## src/design/line_end_index_and_locator_core_macros.svh

```systemverilog
// Assertion macros shared by the line locator design.
`ifndef LINE_END_INDEX_AND_LOCATOR_CORE_MACROS_SVH
`define LINE_END_INDEX_AND_LOCATOR_CORE_MACROS_SVH

// Same-cycle implication, disabled in reset.
`define LEIL_ASSERT_IMP(lbl, clk, rst_n, ante, cons) \
    lbl: assert property (@(posedge clk) disable iff (!(rst_n)) (ante) |-> (cons)) \
        else $error("assertion failed");

// Next-cycle implication, disabled in reset.
`define LEIL_ASSERT_NXT(lbl, clk, rst_n, ante, cons) \
    lbl: assert property (@(posedge clk) disable iff (!(rst_n)) (ante) |=> (cons)) \
        else $error("assertion failed");

`endif

```

## src/design/leil_pkg.sv

```systemverilog
package leil_pkg;

    localparam int MAX_LINES = 1024;
    localparam int POS_W     = 32;
    localparam int ADDR_W    = $clog2(MAX_LINES);
    localparam int CNT_W     = $clog2(MAX_LINES + 1);
    localparam int LINE_W    = 11;
    localparam int COL_W     = POS_W + 1;

    localparam logic [7:0] NL_BYTE = 8'd10;

    localparam logic FN_SCAN  = 1'b0;
    localparam logic FN_QUERY = 1'b1;

    typedef enum logic [1:0] {
        ST_IDLE,
        ST_LOOP,
        ST_CMP,
        ST_PREV
    } t_srch_state;

    typedef struct packed {
        logic              en;
        logic [ADDR_W-1:0] addr;
    } t_rd_req;

    typedef struct packed {
        logic              en;
        logic [ADDR_W-1:0] addr;
        logic [POS_W-1:0]  data;
    } t_wr_req;

    typedef struct packed {
        logic busy;
    } t_srch_stat;

endpackage

```

## src/design/leil_search.sv

```systemverilog
module leil_search (
    input  logic                        i_clk,
    input  logic                        i_rst_n,
    input  logic                        i_go,
    input  logic [leil_pkg::POS_W-1:0]  i_pos,
    input  logic [leil_pkg::CNT_W-1:0]  i_count,
    input  logic [leil_pkg::POS_W-1:0]  i_rd_data,
    output leil_pkg::t_rd_req           o_rd,
    output leil_pkg::t_srch_stat        o_stat,
    output logic                        o_valid,
    output logic [leil_pkg::LINE_W-1:0] o_line_number,
    output logic [leil_pkg::COL_W-1:0]  o_column_number
);

    leil_pkg::t_srch_state r_state, n_state;
    logic [leil_pkg::CNT_W-1:0]  r_lo, n_lo;
    logic [leil_pkg::CNT_W-1:0]  r_hi, n_hi;
    logic [leil_pkg::ADDR_W-1:0] r_mid, n_mid;
    logic [leil_pkg::POS_W-1:0]  r_pos, n_pos;
    logic                        r_valid, n_valid;
    logic [leil_pkg::LINE_W-1:0] r_line, n_line;
    logic [leil_pkg::COL_W-1:0]  r_col, n_col;

    logic [leil_pkg::CNT_W:0]    mid_sum;
    logic [leil_pkg::ADDR_W-1:0] mid;
    logic [leil_pkg::CNT_W-1:0]  lo_dec;
    logic [leil_pkg::POS_W-1:0]  operand;
    logic [leil_pkg::COL_W-1:0]  diff;

    // shared subtractor: borrow gives the compare, diff+1 gives the column
    // (operand is zero in ST_LOOP, used only when no end is at or below)
    assign operand = (r_state == leil_pkg::ST_LOOP) ? '0 : i_rd_data;
    assign diff    = {1'b0, r_pos} - {1'b0, operand};

    assign mid_sum = {1'b0, r_lo} + {1'b0, r_hi};
    assign mid     = mid_sum[leil_pkg::ADDR_W:1];
    assign lo_dec  = r_lo - leil_pkg::CNT_W'(1);

    always_ff @(posedge i_clk) begin
        if (!i_rst_n) begin
            r_state <= leil_pkg::ST_IDLE;
            r_valid <= 1'b0;
        end else begin
            r_state <= n_state;
            r_valid <= n_valid;
        end
    end

    always_ff @(posedge i_clk) begin
        r_lo   <= n_lo;
        r_hi   <= n_hi;
        r_mid  <= n_mid;
        r_pos  <= n_pos;
        r_line <= n_line;
        r_col  <= n_col;
    end

    always_comb begin
        n_state = r_state;
        n_lo    = r_lo;
        n_hi    = r_hi;
        n_mid   = r_mid;
        n_pos   = r_pos;
        n_valid = 1'b0;
        n_line  = r_line;
        n_col   = r_col;
        o_rd.en   = 1'b0;
        o_rd.addr = mid;
        case (r_state)
            leil_pkg::ST_IDLE: begin
                if (i_go) begin
                    n_lo    = '0;
                    n_hi    = i_count;
                    n_pos   = i_pos;
                    n_state = leil_pkg::ST_LOOP;
                end
            end
            leil_pkg::ST_LOOP: begin
                if (r_lo < r_hi) begin
                    o_rd.en   = 1'b1;
                    o_rd.addr = mid;
                    n_mid     = mid;
                    n_state   = leil_pkg::ST_CMP;
                end else if (r_lo == '0) begin
                    // no end at or below the position: column from zero
                    n_col   = diff + leil_pkg::COL_W'(1);
                    n_line  = leil_pkg::LINE_W'(r_lo + leil_pkg::CNT_W'(1));
                    n_valid = 1'b1;
                    n_state = leil_pkg::ST_IDLE;
                end else begin
                    o_rd.en   = 1'b1;
                    o_rd.addr = lo_dec[leil_pkg::ADDR_W-1:0];
                    n_state   = leil_pkg::ST_PREV;
                end
            end
            leil_pkg::ST_CMP: begin
                if (diff[leil_pkg::POS_W]) begin
                    n_hi = {{(leil_pkg::CNT_W - leil_pkg::ADDR_W){1'b0}}, r_mid};
                end else begin
                    n_lo = {{(leil_pkg::CNT_W - leil_pkg::ADDR_W){1'b0}}, r_mid}
                           + leil_pkg::CNT_W'(1);
                end
                n_state = leil_pkg::ST_LOOP;
            end
            leil_pkg::ST_PREV: begin
                n_col   = diff + leil_pkg::COL_W'(1);
                n_line  = leil_pkg::LINE_W'(r_lo + leil_pkg::CNT_W'(1));
                n_valid = 1'b1;
                n_state = leil_pkg::ST_IDLE;
            end
            default: begin
                n_state = leil_pkg::ST_IDLE;
            end
        endcase
    end

    assign o_stat.busy     = (r_state != leil_pkg::ST_IDLE);
    assign o_valid         = r_valid;
    assign o_line_number   = r_line;
    assign o_column_number = r_col;

endmodule

```

## config.mk

```make
export PLATFORM = sky130hd
export DESIGN_NAME = leil_search
export DESIGN_NICKNAME = d
export VERILOG_FILES = /design/src/design/line_end_index_and_locator_core_macros.svh /design/src/design/leil_pkg.sv /design/src/design/leil_search.sv
export SDC_FILE = /design/constraint.sdc
export NUM_CORES = 1
export LEC_CHECK = 0
export BUFFER_PORTS_ARGS = -buffer_cell sky130_fd_sc_hd__clkbuf_2
export CAP_MARGIN = 10
export CORE_MARGIN = 3
export CORE_UTILIZATION = 30
export CTS_CLUSTER_SIZE = 40
export DETAILED_ROUTE_END_ITERATION = 10
export GPL_TIMING_DRIVEN = 0
export PLACE_DENSITY = 0.55
export REMOVE_ABC_BUFFERS = 1
export SLEW_MARGIN = 10
export SYNTH_ARGS = -nofsm -noshare
export SYNTH_HDL_FRONTEND = slang
export SYNTH_SLANG_ARGS = --single-unit
```

## constraint.sdc

```tcl
create_clock -name i_clk -period 4.71 [get_ports i_clk]
set_input_delay 0.2355 -clock i_clk [delete_from_list [all_inputs] [get_ports i_clk]]
set_output_delay 0.2355 -clock i_clk [all_outputs]
set_load 0.01 [all_outputs]
```

# Yosys cells after proc, flatten, opt, wreduce, memory -nomap -nowiden
# Cells that the tools add are included.
# word_totals
wordCells,56
in_bits,78
regBits,111
# classes
n_addsub,6
reduce_logical,10
n_eq_ne,8
n_mux,23
n_lt_le_gt_ge,1
# ops
cell,n
$mux 11,9
$mux 33,2
$pmux 11 s2,3
$pmux 33 s2,1
$add 33x1->33 const B,1
$sub 32x32->33,1
$mux 32,1
$add 10x1->11 const B,1
$add 11x1->11 const B,1
$add 11x11->11,1
$logic_not 11->1,1
$lt 11x11->1,1
$sub 10x1->10 const B,1
$reduce_and 3->1,3
$ne 2x2->1 const B,4
$pmux 2 s4,1
$mux 2,3
$reduce_bool 2->1,3
$eq 2x2->1 const B,2
$reduce_and 2->1,2
$eq 2x1->1 const B,1
$logic_not 2->1,1
$mux 1,2
$ne 2x1->1 const B,1
$pmux 1 s2,1

# Depth between registers and ports, before layout
# logic_depth
ltp_word,7
mapped_depth,16
ltp_nobuf,14

# Worst setup path before layout
# Ideal clock, no wire load.
# synth_timing
kind,reg2reg
start,reg r_state[1]
end,reg r_col (netlist bit o_column_number[29]) (data pin)
slack_ns,0.560
n_path_buf,3
setup_time_ns,0.260
required_time_ns,4.450
t_arrival_ns,3.891
period_less_slack_ns,4.150
stages_incl_launch_ff,17
path_cell_list,dfxtp_1 nand2b_1 clkbuf_1 clkbuf_1 nand2_1 ha_1 buf_6 and3_4 a22o_1 a21o_1 o41a_1 nand4_1 nand3_1 or4_4 nor3_1 nand3_1 xnor2_1
# synth_between
elab_chain_cells,7
word_cells_on_any_way,8
# synth_lines
item,line_no,rtl
"start, declared",leil_search.sv:15,"leil_pkg::t_srch_state r_state, n_state;"
"start signal, assigned",leil_search.sv:41,r_state <= leil_pkg::ST_IDLE;
"start signal, assigned",leil_search.sv:44,r_state <= n_state;
$eq 2x1->1,"leil_search.sv:32, leil_search.sv:69",
$mux 32,leil_search.sv:32,assign operand = (r_state == leil_pkg::ST_LOOP) ? '0 : i_rd_data;
$sub 32x32->33,leil_search.sv:33,"assign diff = {1'b0, r_pos} - {1'b0, operand};"
$add 33x1->33,"leil_search.sv:86, leil_search.sv:106",
$mux 33,leil_search.sv:84,end else if (r_lo == '0) begin
$mux 33,leil_search.sv:79,if (r_lo < r_hi) begin
$pmux 33 s2 (*),leil_search.sv:69,case (r_state)
"named net n_col, one bit",leil_search.sv:22,"logic [leil_pkg::COL_W-1:0] r_col, n_col;"
"end signal, assigned",leil_search.sv:55,r_col <= n_col;
"end, declared",leil_search.sv:22,
# The timed path passes the listed nets; every way through them passes the cells marked *. The select of a mux whose other input is x is not followed.
# A chain may end at the register's enable or synchronous reset.

# Worst setup path after layout
# layout_timing
start,reg r_state[1]
end,reg r_col (netlist bit o_column_number[26]) (data pin)
# Same word-level chain as after synthesis.

==> metrics.csv <==
metric;value;unit
clock_latency;0.37;ns
netlist_instances;739;
crit_type;reg2reg;
synth_area_per_cell;9.999;um2
synth.top_cell.area_share;43.89;%
area_growth;18.93;%
drt_pre_antenna_iters;6;
drtIter0Drc;304;
startpoint_type;flop;
p_int;2064;uW
yosysSeqAreaShare;44.70;%
synth_area_leaders;edfxtp_1, ha_1, xnor2_1;
power.total;3137;uW
final_util;36.89;%
num_rows;56;
ys_ff_latch;111;
grt_max_degree;37;
drt.antenna.violating_nets;0;
comb_power_share;34.0;%
die_area;26550;um2
final_cells;1192;
die_height;162.9;um
cp-end-kind;flop;
finalCritPeriodShare;93.38;%
rsz0062_at_grt;no;
worstPathArrival;4.51;ns
grt_usage;13.84;%
fin_setup_tns;0;ns
syn_area;7390;um2
power.switching;1073;uW
antenna_cells;0;
io-pin-count;135;
peakVddDrop;0.1765;mV
p_leak;0.003593;uW
fp.coreArea;23820;um2
power_density;356.9;nW/um2
setup_viol;0;
place_hpwl;14650;um
grt-ovfl-total;0;
yosysTopAreaCell;edfxtp_1;
tritoncts;done;
report.final.hold_viol_count;0;
slew_headroom;42.08;%
grt_pass1_wl;28860;um
final_common_cell;clkbuf_2;
seq_power_share;40.1;%
cts.clk_slew.worst_paths;0.08;ns
seq_area;3304;um2
drv_slew;0;
fmax;227.4;MHz
holdBufCountCts;0;
switching_share;34.20;%
fill_cells;2494;
synth_edf_count;108;
status;finished, final reports clean;
die_x;162.9;um
tightest_slew;0.8689;ns
synthFlopType;edfxtp_1;
vias;5669;
htree_levels;3;
whs;0.03693;ns
antenna_found_initial;4;
fin_skew;0.01586;ns
hold_path_class;in2reg;
multiInputGateArea;3919;um2
wl;18440;um
cts_inserted_buffers;9;
required;4.82;ns
layout_common_cells;clkbuf_2, edfxtp_1, nand2_1, ha_1, nor2_1;
synth.distinct_cells;64;
cts_buffer_depth;2;
async_flop_share;0;%
dp.cells;1175;
first_global_vias;5689;
maxCapViolCount;0;
min_period;4.398;ns
vias_per_cell;4.756;
post_drt_wl_per_cell;15.47;um
drive_above_1_share;20.73;%
pwr-share-clk;25.9;%
initial_core_util;31.02;%
drc;0;
place_congestion;0.8445;
fin_nets;1004;
path_max_fanout;18;
root_buffer;clkbuf_16;
io_buffers;134;
cts.sinks;111;
ys_warn_count;0;
==> Yosys cell counts (3+ instances only) <==
cell type  number
a2111oi_0       3
a211oi_1        6
a21o_1         13
a21oi_1        50
a31oi_1         3
a41oi_1         3
and2_1          9
and3_1          9
clkbuf_1       18
dfxtp_1         3
edfxtp_1      108
ha_1           56
inv_1          36
mux2_2          8
nand2_1       102
nand2b_1        8
nand3_1        29
nand4_1        10
nor2_1         53
nor2b_1         5
nor3_1         15
nor3b_1         5
nor4_1          5
nor4b_1         3
o211ai_1        6
o21a_1          6
o21ai_0        22
o21ai_1         4
o21bai_1       11
o22ai_1         3
or4_1           4
xnor2_1        49
xor2_1         35
==> flip-flops by register name (all words and copies together), names as in the netlist <==
register	cells
o_line_number	11
r_hi	11
r_lo	11
r_state	2
r_pos	32
o_valid	1
r_mid	10
o_column_number	33
==> power groups by stage <==
stage                     registers (uW)  logic [uW]  clock network [uW]
after floorplan                     1270         781                   0
after global placement              1280        1040                   0
after detailed placement            1280        1060                   0
after CTS                           1260        1060                 836
after global routing                1270        1200                 879
final                               1260        1070                 813
==> path summary, 6_finish.rpt <==
kind	start	end	slack, ns	cells past startpoint
worst max-delay path	r_state[1]	o_column_number[26]	0.31	14
worst max register to register	r_state[1]	o_column_number[26]	0.31	14
worst min-delay path	i_pos[1]	r_pos[1]	0.04	1
worst min register to register	r_state[0]	o_valid	0.57	1
==> layer usage <==
metal	routed length (um)	GRT usage (%)	share of wire, %
met5	69	0	0.37
met4	236	3.922	1.3
met2	9323	24.71	51
met3	722	2.950	3.9
met1	8082	16.81	44
==> area by class of cell <==
type	count	area share, %
inverter	36	1.538
tap	319	4.542
clock inverter	7	0.9966
clock buffer	9	2.563
sequential	111	37.60
timing repair buffer	136	8.172
multi-input combinational	574	44.59
==> worst max-delay path, cell delays in order, from the launching register on <==
cell	delay, ns
dfxtp_1	0.39
nand2b_4	0.28
and2_1	0.23
ha_1	0.19
fa_1	0.39
nand2b_1	0.22
a21oi_1	0.20
xor2_1	0.27
nand4b_1	0.18
or4_4	0.55
nor4_4	0.40
nand4_2	0.21
o31a_1	0.35
a211oi_2	0.21
xnor2_1	0.08
==> per-stage QoR <==
stage | instance area, um2 | setup slack (ns)
after floorplan | 7311 | 0.2722
after global placement | 8381 | -0.7577
after detailed placement | 8439 | -0.3039
after CTS | 8768 | 0.1134
after global routing | 8788 | 0.01410
final | 8788 | 0.3120
==> cell families after synthesis <==
family,count (synthesis),synth area share (%)
buffers and inverters,55,2.895
AO/OA/AOI/OAI,150,13.11
AND/OR/NAND/NOR,272,17.96
flip-flops,111,44.70
XOR/XNOR,84,9.956
adder cells (fa/ha/maj),58,10.02
multiplexers,9,1.355
==> what timing repair did <==
item | in CTS | in global routing
setup endpoints to repair | 29 | 29
gates resized for setup | 3 | 4
buffers inserted | 0 | 0
gates cloned | 0 | 1
pin swaps | 0 | 0
No activity file was read; power rests on OpenSTA's default activity.
